File: src/rtl/core/bounded_array_deque_core_assert.svh
// Assertion macros for the bounded array deque core
`ifndef BOUNDED_ARRAY_DEQUE_CORE_ASSERT_SVH
`define BOUNDED_ARRAY_DEQUE_CORE_ASSERT_SVH

// check cons in the same cycle as ante
`define BDQ_ASSERT_NOW(label, ante, cons, msg) \
	label: assert property (@(posedge clk) disable iff (!arst_n) (ante) |-> (cons)) \
		else $error(msg);

// check cons in the cycle after ante
`define BDQ_ASSERT_NEXT(label, ante, cons, msg) \
	label: assert property (@(posedge clk) disable iff (!arst_n) (ante) |=> (cons)) \
		else $error(msg);

`endif

File: src/rtl/core/bdeque_pkg.sv
// Types and codes shared by the bounded array deque core
package bdeque_pkg;

	localparam int DEPTH_DEF = 16;

	typedef logic [2:0] mode_t;
	typedef logic [1:0] status_t;

	localparam mode_t MODE_PUSH_FRONT = 3'd0;
	localparam mode_t MODE_PUSH_BACK  = 3'd1;
	localparam mode_t MODE_POP_FRONT  = 3'd2;
	localparam mode_t MODE_POP_BACK   = 3'd3;
	localparam mode_t MODE_DUMP       = 3'd4;

	localparam status_t STAT_OK    = 2'd0;
	localparam status_t STAT_FULL  = 2'd1;
	localparam status_t STAT_EMPTY = 2'd2;

endpackage

File: src/rtl/core/bounded_array_deque_core.sv
// Bounded deque of signed 32-bit entries held in a circular-buffer memory
//
// Request channel (req_valid, req_stall, mode, value): one item per operation.
// Modes push at the front or back, pop at the front or back, or dump the list.
// Response channel (rsp_valid, rsp_stall, status, count, entry_index,
// entry_value, last): push, pop and unknown modes give one item, a dump gives
// one item per stored entry from index 0 upward, or one empty item.
// The last flag marks the final response item of each request.
// A response item is loaded into the output register when its request is taken;
// a dump of a nonempty list gives its first item behind one memory read.
// Throughput: push, pop and empty dumps accept one request per cycle while the
// response is not stalled; a dump of N entries stalls the request channel until
// its last entry is loaded, one memory read per entry through the single
// read port.
// Reset clears the fill count and head pointer; memory contents are not
// cleared and only written positions are ever read.
// A stalled response holds its item and stalls the request channel while a
// new item cannot be loaded; a dump pauses and resumes without loss.
`include "bounded_array_deque_core_assert.svh"

module bounded_array_deque_core #(
	parameter int DEPTH = bdeque_pkg::DEPTH_DEF,
	localparam int IDX_W = $clog2(DEPTH),
	localparam int CNT_W = $clog2(DEPTH + 1)
) (
	input  logic                clk,
	input  logic                arst_n,
	input  logic                req_valid,
	output logic                req_stall,
	input  bdeque_pkg::mode_t   mode,
	input  logic signed [31:0]  value,
	output logic                rsp_valid,
	input  logic                rsp_stall,
	output bdeque_pkg::status_t status,
	output logic [CNT_W-1:0]    count,
	output logic [IDX_W-1:0]    entry_index,
	output logic signed [31:0]  entry_value,
	output logic                last
);
	import bdeque_pkg::*;

	localparam logic [IDX_W-1:0] LAST_PTR = IDX_W'(DEPTH - 1);
	localparam logic [CNT_W-1:0] FULL_CNT = CNT_W'(DEPTH);
	localparam logic [CNT_W:0]   WRAP_SUM = (CNT_W + 1)'(DEPTH);

	localparam logic [0:0] ST_IDLE = 1'b0;
	localparam logic [0:0] ST_DUMP = 1'b1;

	logic signed [31:0] mem [DEPTH];
	logic signed [31:0] rd_data_s1;

	logic [0:0]       state_q;
	logic [IDX_W-1:0] head_q, rd_ptr_q, dump_idx_q;
	logic [CNT_W-1:0] cnt_q;
	logic             rsp_valid_q;
	status_t          status_q;
	logic [CNT_W-1:0] count_q;
	logic [IDX_W-1:0] idx_q;
	logic signed [31:0] val_q;
	logic             last_q;

	logic             req_acc, out_free, full, empty;
	logic [IDX_W-1:0] head_inc, head_dec, tail_ptr, rd_ptr_nxt, rd_addr, wr_addr;
	logic [CNT_W:0]   tail_sum;
	logic [IDX_W-1:0] head_nxt;
	logic [CNT_W-1:0] cnt_nxt;
	status_t          res_status;
	logic             wr_req, do_write, start_dump, dump_load, dump_last, rd_en;

	assign out_free  = !rsp_valid_q || !rsp_stall;
	assign req_stall = (state_q == ST_DUMP) || !out_free;
	assign req_acc   = req_valid && !req_stall;
	assign full      = (cnt_q == FULL_CNT);
	assign empty     = (cnt_q == '0);

	assign head_inc   = (head_q == LAST_PTR) ? '0 : head_q + IDX_W'(1);
	assign head_dec   = (head_q == '0) ? LAST_PTR : head_q - IDX_W'(1);
	assign rd_ptr_nxt = (rd_ptr_q == LAST_PTR) ? '0 : rd_ptr_q + IDX_W'(1);
	assign tail_sum   = (CNT_W + 1)'(head_q) + (CNT_W + 1)'(cnt_q);
	assign tail_ptr   = (tail_sum >= WRAP_SUM) ? IDX_W'(tail_sum - WRAP_SUM)
		: IDX_W'(tail_sum);

	always_comb begin
		res_status = STAT_OK;
		wr_req     = 1'b0;
		wr_addr    = head_dec;
		head_nxt   = head_q;
		cnt_nxt    = cnt_q;
		start_dump = 1'b0;
		unique case (mode)
			MODE_PUSH_FRONT: begin
				if (full) begin
					res_status = STAT_FULL;
				end else begin
					wr_req   = 1'b1;
					wr_addr  = head_dec;
					head_nxt = head_dec;
					cnt_nxt  = cnt_q + CNT_W'(1);
				end
			end
			MODE_PUSH_BACK: begin
				if (full) begin
					res_status = STAT_FULL;
				end else begin
					wr_req  = 1'b1;
					wr_addr = tail_ptr;
					cnt_nxt = cnt_q + CNT_W'(1);
				end
			end
			MODE_POP_FRONT: begin
				if (empty) begin
					res_status = STAT_EMPTY;
				end else begin
					head_nxt = head_inc;
					cnt_nxt  = cnt_q - CNT_W'(1);
				end
			end
			MODE_POP_BACK: begin
				if (empty) begin
					res_status = STAT_EMPTY;
				end else begin
					cnt_nxt = cnt_q - CNT_W'(1);
				end
			end
			MODE_DUMP: begin
				if (empty) begin
					res_status = STAT_EMPTY;
				end else begin
					start_dump = 1'b1;
				end
			end
			default: begin
				res_status = STAT_OK;
			end
		endcase
	end

	assign do_write  = req_acc && wr_req;
	assign dump_load = (state_q == ST_DUMP) && out_free;
	assign dump_last = (CNT_W'(dump_idx_q) + CNT_W'(1)) == cnt_q;
	assign rd_en     = (req_acc && start_dump) || (dump_load && !dump_last);
	assign rd_addr   = (state_q == ST_DUMP) ? rd_ptr_nxt : head_q;

	always_ff @(posedge clk) begin
		if (do_write) begin
			mem[wr_addr] <= value;
		end
		if (rd_en) begin
			rd_data_s1 <= mem[rd_addr];
		end
	end

	always_ff @(posedge clk or negedge arst_n) begin
		if (!arst_n) begin
			state_q     <= ST_IDLE;
			head_q      <= '0;
			cnt_q       <= '0;
			rd_ptr_q    <= '0;
			dump_idx_q  <= '0;
			rsp_valid_q <= 1'b0;
		end else begin
			if (req_acc) begin
				head_q <= head_nxt;
				cnt_q  <= cnt_nxt;
			end
			if (req_acc && start_dump) begin
				state_q    <= ST_DUMP;
				rd_ptr_q   <= head_q;
				dump_idx_q <= '0;
			end else if (dump_load) begin
				rd_ptr_q   <= rd_ptr_nxt;
				dump_idx_q <= dump_idx_q + IDX_W'(1);
				if (dump_last) begin
					state_q <= ST_IDLE;
				end
			end
			if ((req_acc && !start_dump) || dump_load) begin
				rsp_valid_q <= 1'b1;
			end else if (!rsp_stall) begin
				rsp_valid_q <= 1'b0;
			end
		end
	end

	always_ff @(posedge clk) begin
		if (req_acc && !start_dump) begin
			status_q <= res_status;
			count_q  <= cnt_nxt;
			idx_q    <= '0;
			val_q    <= '0;
			last_q   <= 1'b1;
		end else if (dump_load) begin
			status_q <= STAT_OK;
			count_q  <= cnt_q;
			idx_q    <= dump_idx_q;
			val_q    <= rd_data_s1;
			last_q   <= dump_last;
		end
	end

	assign rsp_valid   = rsp_valid_q;
	assign status      = status_q;
	assign count       = count_q;
	assign entry_index = idx_q;
	assign entry_value = val_q;
	assign last        = last_q;

	`BDQ_ASSERT_NOW(a_cnt_bound, 1'b1, cnt_q <= FULL_CNT, "fill count above depth")
	`BDQ_ASSERT_NOW(a_dump_nonempty, state_q == ST_DUMP, cnt_q != '0, "dump of empty list")
	`BDQ_ASSERT_NEXT(a_dump_end, dump_load && dump_last, state_q == ST_IDLE, "dump overran")
	`BDQ_ASSERT_NEXT(a_cnt_hold, !req_acc, $stable(cnt_q), "count moved without item")
	`BDQ_ASSERT_NOW(a_idx_range, rsp_valid_q, CNT_W'(idx_q) < count_q || idx_q == '0, "bad index")

endmodule
File: config.mk
export PLATFORM = sky130hd
export DESIGN_NAME = bounded_array_deque_core
export DESIGN_NICKNAME = d
export VERILOG_FILES = /design/src/rtl/core/bdeque_pkg.sv /design/src/rtl/core/bounded_array_deque_core.sv
export VERILOG_INCLUDE_DIRS = /design/src /design/src/rtl/core
export SDC_FILE = /design/constraint.sdc
export NUM_CORES = 1
export LEC_CHECK = 0
export ABC_CLOCK_PERIOD_IN_PS = 5800
export BUFFER_PORTS_ARGS = -buffer_cell sky130_fd_sc_hd__buf_2
export CAP_MARGIN = 20
export CELL_PAD_IN_SITES_DETAIL_PLACEMENT = 2
export CELL_PAD_IN_SITES_GLOBAL_PLACEMENT = 2
export CORE_MARGIN = 4
export CORE_UTILIZATION = 30
export CTS_BUF_LIST = sky130_fd_sc_hd__clkbuf_8 sky130_fd_sc_hd__clkbuf_16
export DETAILED_ROUTE_END_ITERATION = 8
export PLACE_DENSITY = 0.62
export SYNTH_ARGS = -nofsm -noshare
export SYNTH_HDL_FRONTEND = slang
export SYNTH_SLANG_ARGS = --single-unit
File: constraint.sdc
create_clock -name clk -period 5.8 [get_ports clk]
set_input_delay 0.58 -clock clk [delete_from_list [all_inputs] [get_ports clk]]
set_output_delay 0.58 -clock clk [all_outputs]
set_load 0.01 [all_outputs]
Word level (Yosys, flattened, before mapping)
Memories as Yosys holds them, arrays and structs flattened. A register that Yosys moved wholly into a read port is not among the register bits.
Index checks and enable logic that the tools add are counted.
{"block": "totals", "reg_bits": 63, "mem_bits_rw": 512, "memories": 1, "output_inout_bits": 46}
{"name": "mem", "words": 16, "word_bits": 32, "read_ports": 1, "rd_ports_with_merged_regs": 1, "wr": 1, "line": "bounded_array_deque_core.sv:49", "text": "logic signed [31:0] mem [DEPTH];"}
{"block": "op_classes", "n_mux": 35, "order_cmp": 1, "eq_ne": 11, "add_sub_neg": 9, "n_reduce_logical": 28}
{"cell": "$mux 4", "n": 13}
{"cell": "$mux 5", "n": 4}
{"cell": "$add 4x1->4 const B", "n": 3}
{"cell": "$mux 1", "n": 12}
{"cell": "$pmux 5 s2", "n": 1}
{"cell": "$eq 4x4->1 const B", "n": 2}
{"cell": "$pmux 4 s2", "n": 1}
{"cell": "$reduce_bool 2->1", "n": 4}
{"cell": "$sub 4x1->4 const B", "n": 2}
{"cell": "$add 4x5->6", "n": 1}
{"cell": "$eq 3x2->1 const B", "n": 2}
{"cell": "$ge 6x5->1 const B", "n": 1}
{"cell": "$logic_and 1x1->1", "n": 6}
{"cell": "$logic_not 1->1", "n": 6}
{"cell": "$mux 2", "n": 3}
{"cell": "$add 4x1->5 const B", "n": 1}
{"cell": "$add 5x1->5 const B", "n": 1}
{"cell": "$eq 5x5->1", "n": 1}
{"cell": "$eq 5x5->1 const B", "n": 1}
{"cell": "$logic_not 5->1", "n": 1}
{"cell": "$sub 5x1->5 const B", "n": 1}
{"cell": "$logic_not 4->1", "n": 1}
{"cell": "$logic_or 1x1->1", "n": 4}
{"cell": "$ne 2x2->1 const B", "n": 2}
{"cell": "9 further kinds", "n": 10}

Longest topological paths before layout
Gate-level depths: netlist of the first run.
{"block": "logic_depth", "depth_word": 9, "mapped_depth": 9, "depth_no_buf": 7}

Worst setup path after synthesis of the first run
Ideal clock, no wire load.
{"block": "synth_timing", "kind": "register to register", "from": "reg cnt_q[0]", "to": "mem mem[11][0], enable pin", "path_slack_ns": 0.135, "setup_time_ns": 0.502, "stages_incl_launch_ff": 9, "t_arrival_ns": 5.163, "cell_sequence": "dfrtp_1 -> clkbuf_1 -> inv_1 -> ha_1 -> or4b_4 -> a311oi_4 -> and3_1 -> nand2_1 -> nor4_1"}
{"block": "synth_via", "elab_chain_len": 6, "elab_cells_between_ends": 12, "cone_classes": "add/sub: 2; order compare: 1; eq/ne: 1; mux: 7; reduce/logical: 1"}
{"item": "start, declared", "line": "bounded_array_deque_core.sv:54", "text": "logic [CNT_W-1:0] cnt_q;"}
{"item": "start signal, assigned", "line": "bounded_array_deque_core.sv:164", "text": "cnt_q <= cnt_nxt;"}
{"item": "branches (longest 6 deep; another with $add 4x5->6)"}
{"item": "end, declared", "line": "bounded_array_deque_core.sv:49"}
Parallel ways; which one is timed is not known.

Worst setup path in the final report of the first run
{"block": "layout_timing", "from": "reg cnt_q[1]", "to": "mem mem[4][18], enable pin"}
Same word-level chain as after synthesis.

==> flow_summary.json, run 1 <==
{
  "max_slew_margin_pct": 33.6,
  "hold_class": "input port to flop",
  "hold_buffers": 1,
  "skew_ns": 0.0174,
  "post_cts_buffers": 0,
  "cap_violations": 0,
  "hold_violations": 0,
  "postSynth.asyncResetShare_pct": 3.13,
  "grt_start_max_net_pins": 68,
  "cp_slowest_cell": "nor2_4",
  "syn2layout_area_growth_pct": 17.0,
  "synth.avg_cell_area_um2": 19.4,
  "setup_violations": 0,
  "final_layout_size_suffix_gt1_share_pct": 26.4,
  "fp.dieArea_um2": 82100,
  "htree_num_levels": 2,
  "ys_warn_count": 0,
  "most-common-layout-cells": "edfxtp_1, mux4_2, nand2_1, buf_2, a22oi_1",
  "worstMarginPinSlew_ns": 0.996,
  "ys_ff_latch": 607,
  "nFillCells": 7487,
  "drt-pass1-iter-count": 5,
  "core_um2": 76500,
  "setup.worst_path.start": "cnt_q[1]$_DFFE_PN0P_",
  "whs_path_depth": 2,
  "syn_nets": 1251,
  "via_count": 11894,
  "first_global_vias": 13308,
  "hp-start": "mode[1]",
  "fp-row-count": 101,
  "antenna_found_initial": 2,
  "crit_arrival_ns": 3.98,
  "cts-root-buf": "clkbuf_16",
  "outcome": "finished clean",
  "p_per_area_nw_per_um2": 537,
  "tns_ns": 0,
  "final_max_slew_viol_count": 0,
  "rr_endpoint": "mem[4][18]$_DFFE_PP_",
  "netlist_area_um2": 23300,
  "rr_startpoint": "cnt_q[1]$_DFFE_PN0P_",
  "via_per_inst": 4.95,
  "synthCells": 1202,
  "cp_max_fo": 17,
  "rsz0062_at_grt": "no",
  "grt-ovfl-total": 0,
  "p_leak_nw": 8.90,
  "critical_path_class": "flop to flop",
  "seq_area_frac_synth_pct": 76.3,
  "synth_ff_type": "edfxtp_1",
  "wire_per_inst_um": 25.8,
  "drc": 0,
  "start_util_pct": 30.4,
  "rrSetupSlack_ns": 2.13,
  "crit_required_ns": 6.11,
  "crit_path_start_kind": "flop",
  "synth_edf_count": 551,
  "ctsResizeCount": 0,
  "drtIter0Drc": 866,
  "yosysUniqueCellTypes": 51,
  "grt_pass1_wl_mm": 92.9,
  "fin_nets": 1370,
  "dp_hpwl_mm": 38.3,
  "die_w_um": 287,
  "cts_tree": "built",
  "clk_path_buf_depth": 3,
  "holdPathEnd": "cnt_q[4]$_DFFE_PN0P_",
  "final_common_cell": "edfxtp_1",
  "setup.worst_path.end_class": "flop",
  "cpPeakStageDelay_ns": 0.75,
  "clkSinkCount": 607,
  "cp_cell_sequence": "inv_1 -> ha_1 -> nor4bb_1 -> nor3_1 -> buf_4 -> a21oi_1 -> buf_4 -> a32oi_1 -> nor2_4 -> buf_16",
  "period_share_pct": 63.3,
  "place.gp.congestion": 0.722,
  "max_freq_ghz": 0.273,
  "cts_made_buffers": 61,
  "die_h_um": 287,
  "grt_use_total_pct": 15.2,
  "wl_mm": 62.1,
  "finalPower_w": 0.0146,
  "period_needed_ns": 3.67,
  "clk_latency_ns": 0.63,
  "peakVddDrop_uv": 576,
  "reg2regPathDepth": 10,
  "io_pins": 85,
  "io_buffer_count": 84,
  "path_clk_slew_ns": 0.06,
  "cpMostUsedCell": "buf_4",
  "antenna_left": 0
}
[power by group]
part / leakage [nW] / internal, W / switching (W)
combinational: 2.37 / 0.00222 / 0.00309
clock: 1.02 / 0.00207 / 0.00165
sequential: 5.51 / 0.00531 / 0.000290
[metal layers]
metal | part of all wire (%) | track usage [%] | up-vias
met5 | 0 | 0 | -
met4 | 1.7 | 3.20 | 0
met3 | 4.1 | 2.37 | 65
met2 | 51 | 26.5 | 243
met1 | 43 | 20.1 | 6457
li1 | - | - | 5129
[cells by family after synthesis]
logic type	synth area share, %
buffers and inverters	1.31
muxes	12.7
AOI/OAI and AO/OA	4.85
xor gates and xnor gates	0.736
DFF	76.3
adders and majority gates	0.570
and+or+nand+nor	3.54
[state kept, by name (all words and copies together), names as in the netlist]
name / cells
rsp_valid: 1
state_q: 1
count: 5
mem: 512
entry_value: 32
head_q: 4
entry_index: 4
last: 1
dump_idx_q: 4
status: 2
rd_data_s1: 32
rd_ptr_q: 4
cnt_q: 5
[stage by stage]
step	hold slack (ns)	instances	area (um^2)	setup WS, ns	util, %
after floorplan	0.284	1202	23300	0.135	-
after global placement	0.440	2278	25200	1.38	32.9
after detailed placement	0.453	2286	25300	1.43	33.1
after CTS	0.280	2402	27200	1.40	35.6
after global routing	0.327	2403	27200	1.84	35.6
final	0.333	2405	27200	2.13	35.6
[worst max-delay path, delay by kind of cell (launching register included)]
kind	cells	cell delay [ns]
flops	1	0.48
compound gates	2	0.44
buf+inv	4	0.85
fa+ha+maj	1	0.21
simple gates	3	1.36
[worst max path at each step]
| stage | end |
|---|---|
| after floorplan | mem[11][0]$_DFFE_PP_ |
| after global placement | mem[2][15]$_DFFE_PP_ |
| after detailed placement | mem[4][13]$_DFFE_PP_ |
| after CTS | mem[4][18]$_DFFE_PP_ |
| after global routing | mem[4][18]$_DFFE_PP_ |
| final | mem[4][18]$_DFFE_PP_ |
[Yosys cell counts, drive strengths merged, types with 2 or more instances]
| cell | instances | share of area [%] |
|---|---|---|
| a211oi | 2 | 0.086 |
| a21o | 7 | 0.23 |
| a21oi | 54 | 1.2 |
| a22o | 5 | 0.19 |
| a22oi | 67 | 2.2 |
| a31oi | 2 | 0.054 |
| and2 | 4 | 0.11 |
| buf | 13 | 0.28 |
| clkbuf | 52 | 0.84 |
| dfrtp | 19 | 2.0 |
| dfxtp | 37 | 3.2 |
| edfxtp | 551 | 71 |
| ha | 9 | 0.48 |
| inv | 12 | 0.19 |
| mux2 | 2 | 0.097 |
| mux2i | 5 | 0.21 |
| mux4 | 128 | 12 |
| nand2 | 122 | 2.0 |
| nand2b | 7 | 0.19 |
| nand3 | 5 | 0.11 |
| nor2 | 18 | 0.29 |
| nor3 | 8 | 0.17 |
| nor3b | 3 | 0.097 |
| nor4 | 9 | 0.24 |
| o211ai | 2 | 0.064 |
| o21ai | 16 | 0.34 |
| o31ai | 2 | 0.064 |
| or3 | 4 | 0.11 |
| xnor2 | 13 | 0.49 |
| xor2 | 4 | 0.15 |
[area by class of cell]
cell class,count,area [um^2],area share [%]
clock inverter,52,324,1.19
clock buffer,63,1570,5.74
inverter,12,45.0,0.165
antenna,2,5.00,0.0184
tap,1030,1290,4.73
timing repair buffer,121,861,3.16
multi-input combinational,518,5400,19.8
sequential,607,17800,65.2
No activity file was read; power rests on OpenSTA's default activity.
==> run 2, diff against run 1 <==
ABC_CLOCK_PERIOD_IN_PS = 3000   (was 5800)
clock period = 3 ns   (was 5.8 ns; I/O delays follow)
==> flow_summary.json, run 2 (synthesis gave the netlist of run 1 again) <==
{
  "grt-ovfl-total": 0,
  "clkSinkCount": 607,
  "regMostFlops": "mem",
  "cpPeakStageDelay_ns": 0.50,
  "antenna_found_initial": 3,
  "cts_tree": "built",
  "antenna_left": 0,
  "whs_path_depth": 1,
  "syn2layout_area_growth_pct": 21.3,
  "path_clk_slew_ns": 0.06,
  "crit_path_start_kind": "flop",
  "setup.worst_path.end_class": "flop",
  "cap_violations": 0,
  "p_per_area_nw_per_um2": 1080,
  "dp_hpwl_mm": 38.6,
  "grt_pass1_wl_mm": 95.7,
  "first_global_vias": 13698,
  "final_common_cell": "edfxtp_1",
  "via_count": 12133,
  "rr_startpoint": "cnt_q[1]$_DFFE_PN0P_",
  "htree_num_levels": 3,
  "most-common-layout-cells": "edfxtp_1, mux4_2, nand2_1, buf_2, clkbuf_16",
  "hold_class": "input port to flop",
  "peakVddDrop_uv": 626,
  "worstMarginPinSlew_ns": 0.600,
  "clk_latency_ns": 0.61,
  "max_freq_ghz": 0.348,
  "post_cts_buffers": 0,
  "max_slew_margin_pct": 60.0,
  "rrSetupSlack_ns": 0.12,
  "cts-root-buf": "clkbuf_16",
  "fin_nets": 1417,
  "cp_cell_sequence": "inv_2 -> ha_4 -> or4b_4 -> a311oi_4 -> and3_4 -> nand2_8 -> nor4_4 -> buf_12",
  "clk_path_buf_depth": 3,
  "drc": 0,
  "fp-row-count": 101,
  "post-route-worst-setup-slack_ns": 0.124,
  "fp.dieArea_um2": 82100,
  "largest_reg_flops": 512,
  "cp_slowest_cell": "or4b_4",
  "grt_start_max_net_pins": 43,
  "cts_made_buffers": 69,
  "die_h_um": 287,
  "setup_violations": 0,
  "drtIter0Drc": 786,
  "place_ws_ns": 0.0119,
  "final_layout_size_suffix_gt1_share_pct": 30.4,
  "crit_required_ns": 3.28,
  "outcome": "finished clean",
  "drt-pass1-iter-count": 5,
  "final_max_slew_viol_count": 0,
  "io_pins": 85,
  "wire_per_inst_um": 26.3,
  "tns_ns": 0,
  "hp-start": "value[12]",
  "via_per_inst": 4.94,
  "period_needed_ns": 2.88,
  "grt_use_total_pct": 15.8,
  "period_share_pct": 95.9,
  "skew_ns": 0.0405,
  "place.gp.congestion": 0.767,
  "crit_arrival_ns": 3.15,
  "die_w_um": 287,
  "hold_violations": 0,
  "cp_max_fo": 32,
  "critical_path_class": "flop to flop",
  "rsz0062_at_grt": "yes",
  "start_util_pct": 30.4,
  "wl_mm": 64.7,
  "io_buffer_count": 84,
  "p_leak_nw": 9.29,
  "core_um2": 76500,
  "rr_endpoint": "mem[10][13]$_DFFE_PP_",
  "reg2regPathDepth": 8,
  "holdPathEnd": "mem[15][12]$_DFFE_PP_"
}
## run 2: cell count changes in the layout (fill, tap and decap cells not counted), sizes merged
| cell | previous run | this run |
|---|---|---|
| clkinvlp | 1 | 0 |
| buf | 120 | 159 |
| clkbuf | 63 | 74 |
| bufinv | 3 | 4 |
## run 2: how the worst max path moves through the flow
stage,startpoint,to,slack (ns),cells after the start
2_1_floorplan,cnt_q[0]$_DFFE_PN0P_,mem[10][0]$_DFFE_PP_,-0.56,8
3_3_place_gp,cnt_q[1]$_DFFE_PN0P_,mem[10][13]$_DFFE_PP_,0.16,8
3_5_place_dp,cnt_q[1]$_DFFE_PN0P_,mem[1][8]$_DFFE_PP_,0.01,8
4_1_cts,cnt_q[1]$_DFFE_PN0P_,mem[10][3]$_DFFE_PP_,0.11,8
5_1_grt,cnt_q[1]$_DFFE_PN0P_,mem[10][2]$_DFFE_PP_,-0.007,8
6_report,cnt_q[1]$_DFFE_PN0P_,mem[10][13]$_DFFE_PP_,0.12,8
## run 2: what timing repair did
item                                    in CTS  in global routing
resized for setup                            1                  5
hold buffers                                 1                  0
hold endpoints to repair                    19                  0
endpoints found under the setup margin       8                 58
## run 2: area by class of cell
class / count / area, um^2
timing repair buffer: 160 / 1380
inverter: 12 / 47.5
sequential: 607 / 17800
antenna: 2 / 5.00
fill: 7386 / 48200
multi-input combinational: 518 / 5570
tap: 1030 / 1290
clock inverter: 52 / 384
clock buffer: 74 / 1810
## run 2: worst max-delay path: cells and delay by family (launching register included)
family / cells / cell delay (ns)
adder cells (fa/ha/maj): 1 / 0.15
buffers and inverters: 2 / 0.41
AND/OR/NAND/NOR: 4 / 1.21
AO/OA/AOI/OAI: 1 / 0.36
flip-flops: 1 / 0.40
## run 2: power by group
part / total [W] / switching [W] / internal, W
combinational: 0.0115 / 0.00647 / 0.00505
clock: 0.00815 / 0.00344 / 0.00471
sequential: 0.0107 / 0.000447 / 0.0103
total: 0.0304 / 0.0104 / 0.0200
## run 2: through the flow
stage          cells  cell area, um^2  hold slack (ns)  total power [W]  utilization, %
2_1_floorplan   1202            23600          0.00441           0.0180               -
3_3_place_gp    2326            26000            0.316           0.0222            34.0
3_5_place_dp    2326            26000            0.306           0.0226            34.0
4_1_cts         2453            28200           0.0370           0.0309            36.9
5_1_grt         2453            28200           0.0616           0.0320            36.9
6_report        2455            28200           0.0785           0.0304            36.9
## run 2: layer usage
| metal | global-route usage, % | vias to the layer above | part of all wire [%] |
|---|---|---|---|
| met1 | 20.5 | 6560 | 43 |
| li1 | - | 5230 | - |
| met2 | 27.4 | 254 | 51 |
| met3 | 2.76 | 87 | 4.4 |
| met5 | 0 | - | 0.031 |
| met4 | 4.26 | 2 | 2.0 |
==> run 3, diff against run 2 <==
CORE_UTILIZATION = 43   (was 30)
PLACE_DENSITY = 0.81   (was 0.62)
==> flow_summary.json, run 3 (synthesis gave the netlist of run 1 again) <==
{
  "outcome": "complete, but fails checks",
  "violations": "setup timing",
  "antenna_found_initial": 0,
  "period_needed_ns": 3.01,
  "p_per_area_nw_per_um2": 1120,
  "antenna_cells": 0,
  "clk_latency_ns": 0.61,
  "fp-row-count": 85,
  "internal_power_w": 0.0202,
  "critical_path_class": "flop to flop",
  "final_common_cell": "edfxtp_1",
  "pwr-share-seq_pct": 34.1,
  "die_w_um": 241,
  "largest_reg_flops": 512,
  "wl_mm": 80.2,
  "via_count": 13364,
  "path_clk_slew_ns": 0.06,
  "drtIter0Drc": 1665,
  "period_share_pct": 100,
  "io_buffer_count": 84,
  "design_area_um2": 28200,
  "timing.hold.ws_ns": 0.0871,
  "cp_cell_sequence": "ha_2 -> inv_1 -> fa_2 -> mux2i_2 -> nor3_2 -> buf_4 -> nand2_2 -> buf_4 -> nor2_4",
  "worstMarginPinSlew_ns": 0.772,
  "power.switching_w": 0.0114,
  "most-common-layout-cells": "edfxtp_1, mux4_2, nand2_1, buf_2, clkbuf_16",
  "hold_class": "input port to flop",
  "grt_use_total_pct": 27.5,
  "antenna_left": 0,
  "cap_violations": 0,
  "crit_required_ns": 3.23,
  "regMostFlops": "mem",
  "dp_hpwl_mm": 44.1,
  "skew_ns": 0.0256,
  "syn2layout_area_growth_pct": 21.3,
  "first_global_vias": 14375,
  "crit_arrival_ns": 3.23,
  "grt-ovfl-total": 0,
  "hold_violations": 0,
  "io_pins": 85,
  "drc": 0,
  "wire_per_inst_um": 37.3,
  "die_h_um": 241,
  "fin_util_pct": 52.6,
  "combPwrFrac_pct": 40.4,
  "cp_max_fo": 13,
  "setup.worst_path.end_class": "flop",
  "grt_start_max_net_pins": 83,
  "clkSinkCount": 607,
  "peakVddDrop_uv": 792,
  "core_um2": 53700,
  "finalPower_w": 0.0316,
  "fin_nets": 1452,
  "setup_violations": 7,
  "clk_path_buf_depth": 3,
  "final_layout_size_suffix_gt1_share_pct": 32.2,
  "switching_share_pct": 36.0,
  "cts_tree": "built",
  "grt_pass1_wl_mm": 112,
  "drt-pass1-iter-count": 6,
  "crit_path_start_kind": "flop",
  "multiInputGateArea_um2": 5650,
  "fp.dieArea_um2": 57900,
  "placed_cell_area_um2": 25700,
  "nFillCells": 4563,
  "cts-root-buf": "clkbuf_16",
  "p_leak_nw": 9.49,
  "cpMostUsedCell": "buf_4",
  "final_max_slew_viol_count": 0,
  "tns_ns": -0.0206,
  "clkPwrFrac_pct": 25.6,
  "max_slew_margin_pct": 48.4,
  "cp_slowest_cell": "nor2_4",
  "place.gp.congestion": 0.800,
  "via_per_inst": 6.22,
  "max_freq_ghz": 0.333,
  "seq_area_um2": 17800,
  "post-route-worst-setup-slack_ns": -0.00636,
  "htree_num_levels": 3,
  "start_util_pct": 43.3,
  "cts_made_buffers": 66,
  "cpPeakStageDelay_ns": 0.61
}
-- run 3: cell types whose count changed in the layout (fill, tap and decap cells not counted), moves of 3 or more --
cell / change
buf_4: +25
clkinv_2: -9
buf_12: +5
clkinv_1: +4
clkbuf_8: +3
-- run 3: stage by stage --
| stage | instances | setup slack (ns) |
|---|---|---|
| 2_1_floorplan | 1202 | -0.565 |
| 3_3_place_gp | 2002 | -0.0313 |
| 3_5_place_dp | 2002 | -0.352 |
| 4_1_cts | 2135 | -0.00336 |
| 5_1_grt | 2150 | -0.0860 |
| 6_report | 2150 | -0.00636 |
-- run 3: power by group through the flow --
stage | registers, W | logic [W] | clock network, W
after floorplan | 0.0109 | 0.00712 | 0
after global placement | 0.0108 | 0.0110 | 0
after detailed placement | 0.0109 | 0.0117 | 0
after CTS | 0.0108 | 0.0124 | 0.00818
after global routing | 0.0108 | 0.0133 | 0.00861
final | 0.0108 | 0.0127 | 0.00808
-- run 3: per-layer routing --
| layer | track usage, % | vias up | share of wire, % |
|---|---|---|---|
| li1 | - | 5299 | - |
| met1 | 36.6 | 7212 | 40 |
| met2 | 45.9 | 682 | 50 |
| met3 | 5.11 | 171 | 6.4 |
| met4 | 10.0 | 0 | 3.6 |
| met5 | 0 | - | 0 |
-- run 3: worst paths after layout --
kind	startpoint	to	slack, ns	depth (start not counted)
worst max-delay path	head_q[0]$_DFFE_PN0P_	mem[5][3]$_DFFE_PP_	-0.006	9
worst min-delay path	value[23]	mem[11][23]$_DFFE_PP_	0.09	1
worst max register to register	head_q[0]$_DFFE_PN0P_	mem[5][3]$_DFFE_PP_	-0.006	9
worst min register to register	entry_index[2]$_SDFFE_PN0P_	entry_index[2]$_SDFFE_PN0P_	0.45	2
max in group asynchronous	arst_n	cnt_q[0]$_DFFE_PN0P_	2.43	2
min in group asynchronous	arst_n	rd_ptr_q[0]$_DFFE_PN0P_	0.20	2
-- run 3: timing repair --
item                       in CTS  in global routing
gates resized for setup        12                 20
setup endpoints to repair     363                438
hold buffers                    1                  0
hold endpoints to repair       19                  0
cloned                          3                  4
setup buffers                  10                 11
pin swaps                       7                 12
-- run 3: layout make-up --
type,instances,area share (%)
Clock buffer,74,6.28
Multi-Input combinational cell,519,20.0
Clock inverter,45,1.03
Sequential cell,607,62.9
Timing Repair Buffer,197,6.52
Tap cell,696,3.08
Inverter,12,0.168
-- run 3: worst max-delay path: cells and delay by family, from the launching register on --
| kind | cells | cell delay [ns] |
|---|---|---|
| fa+ha+maj | 2 | 0.81 |
| mux | 1 | 0.11 |
| buf+inv | 3 | 0.42 |
| flops | 1 | 0.42 |
| simple gates | 3 | 0.88 |
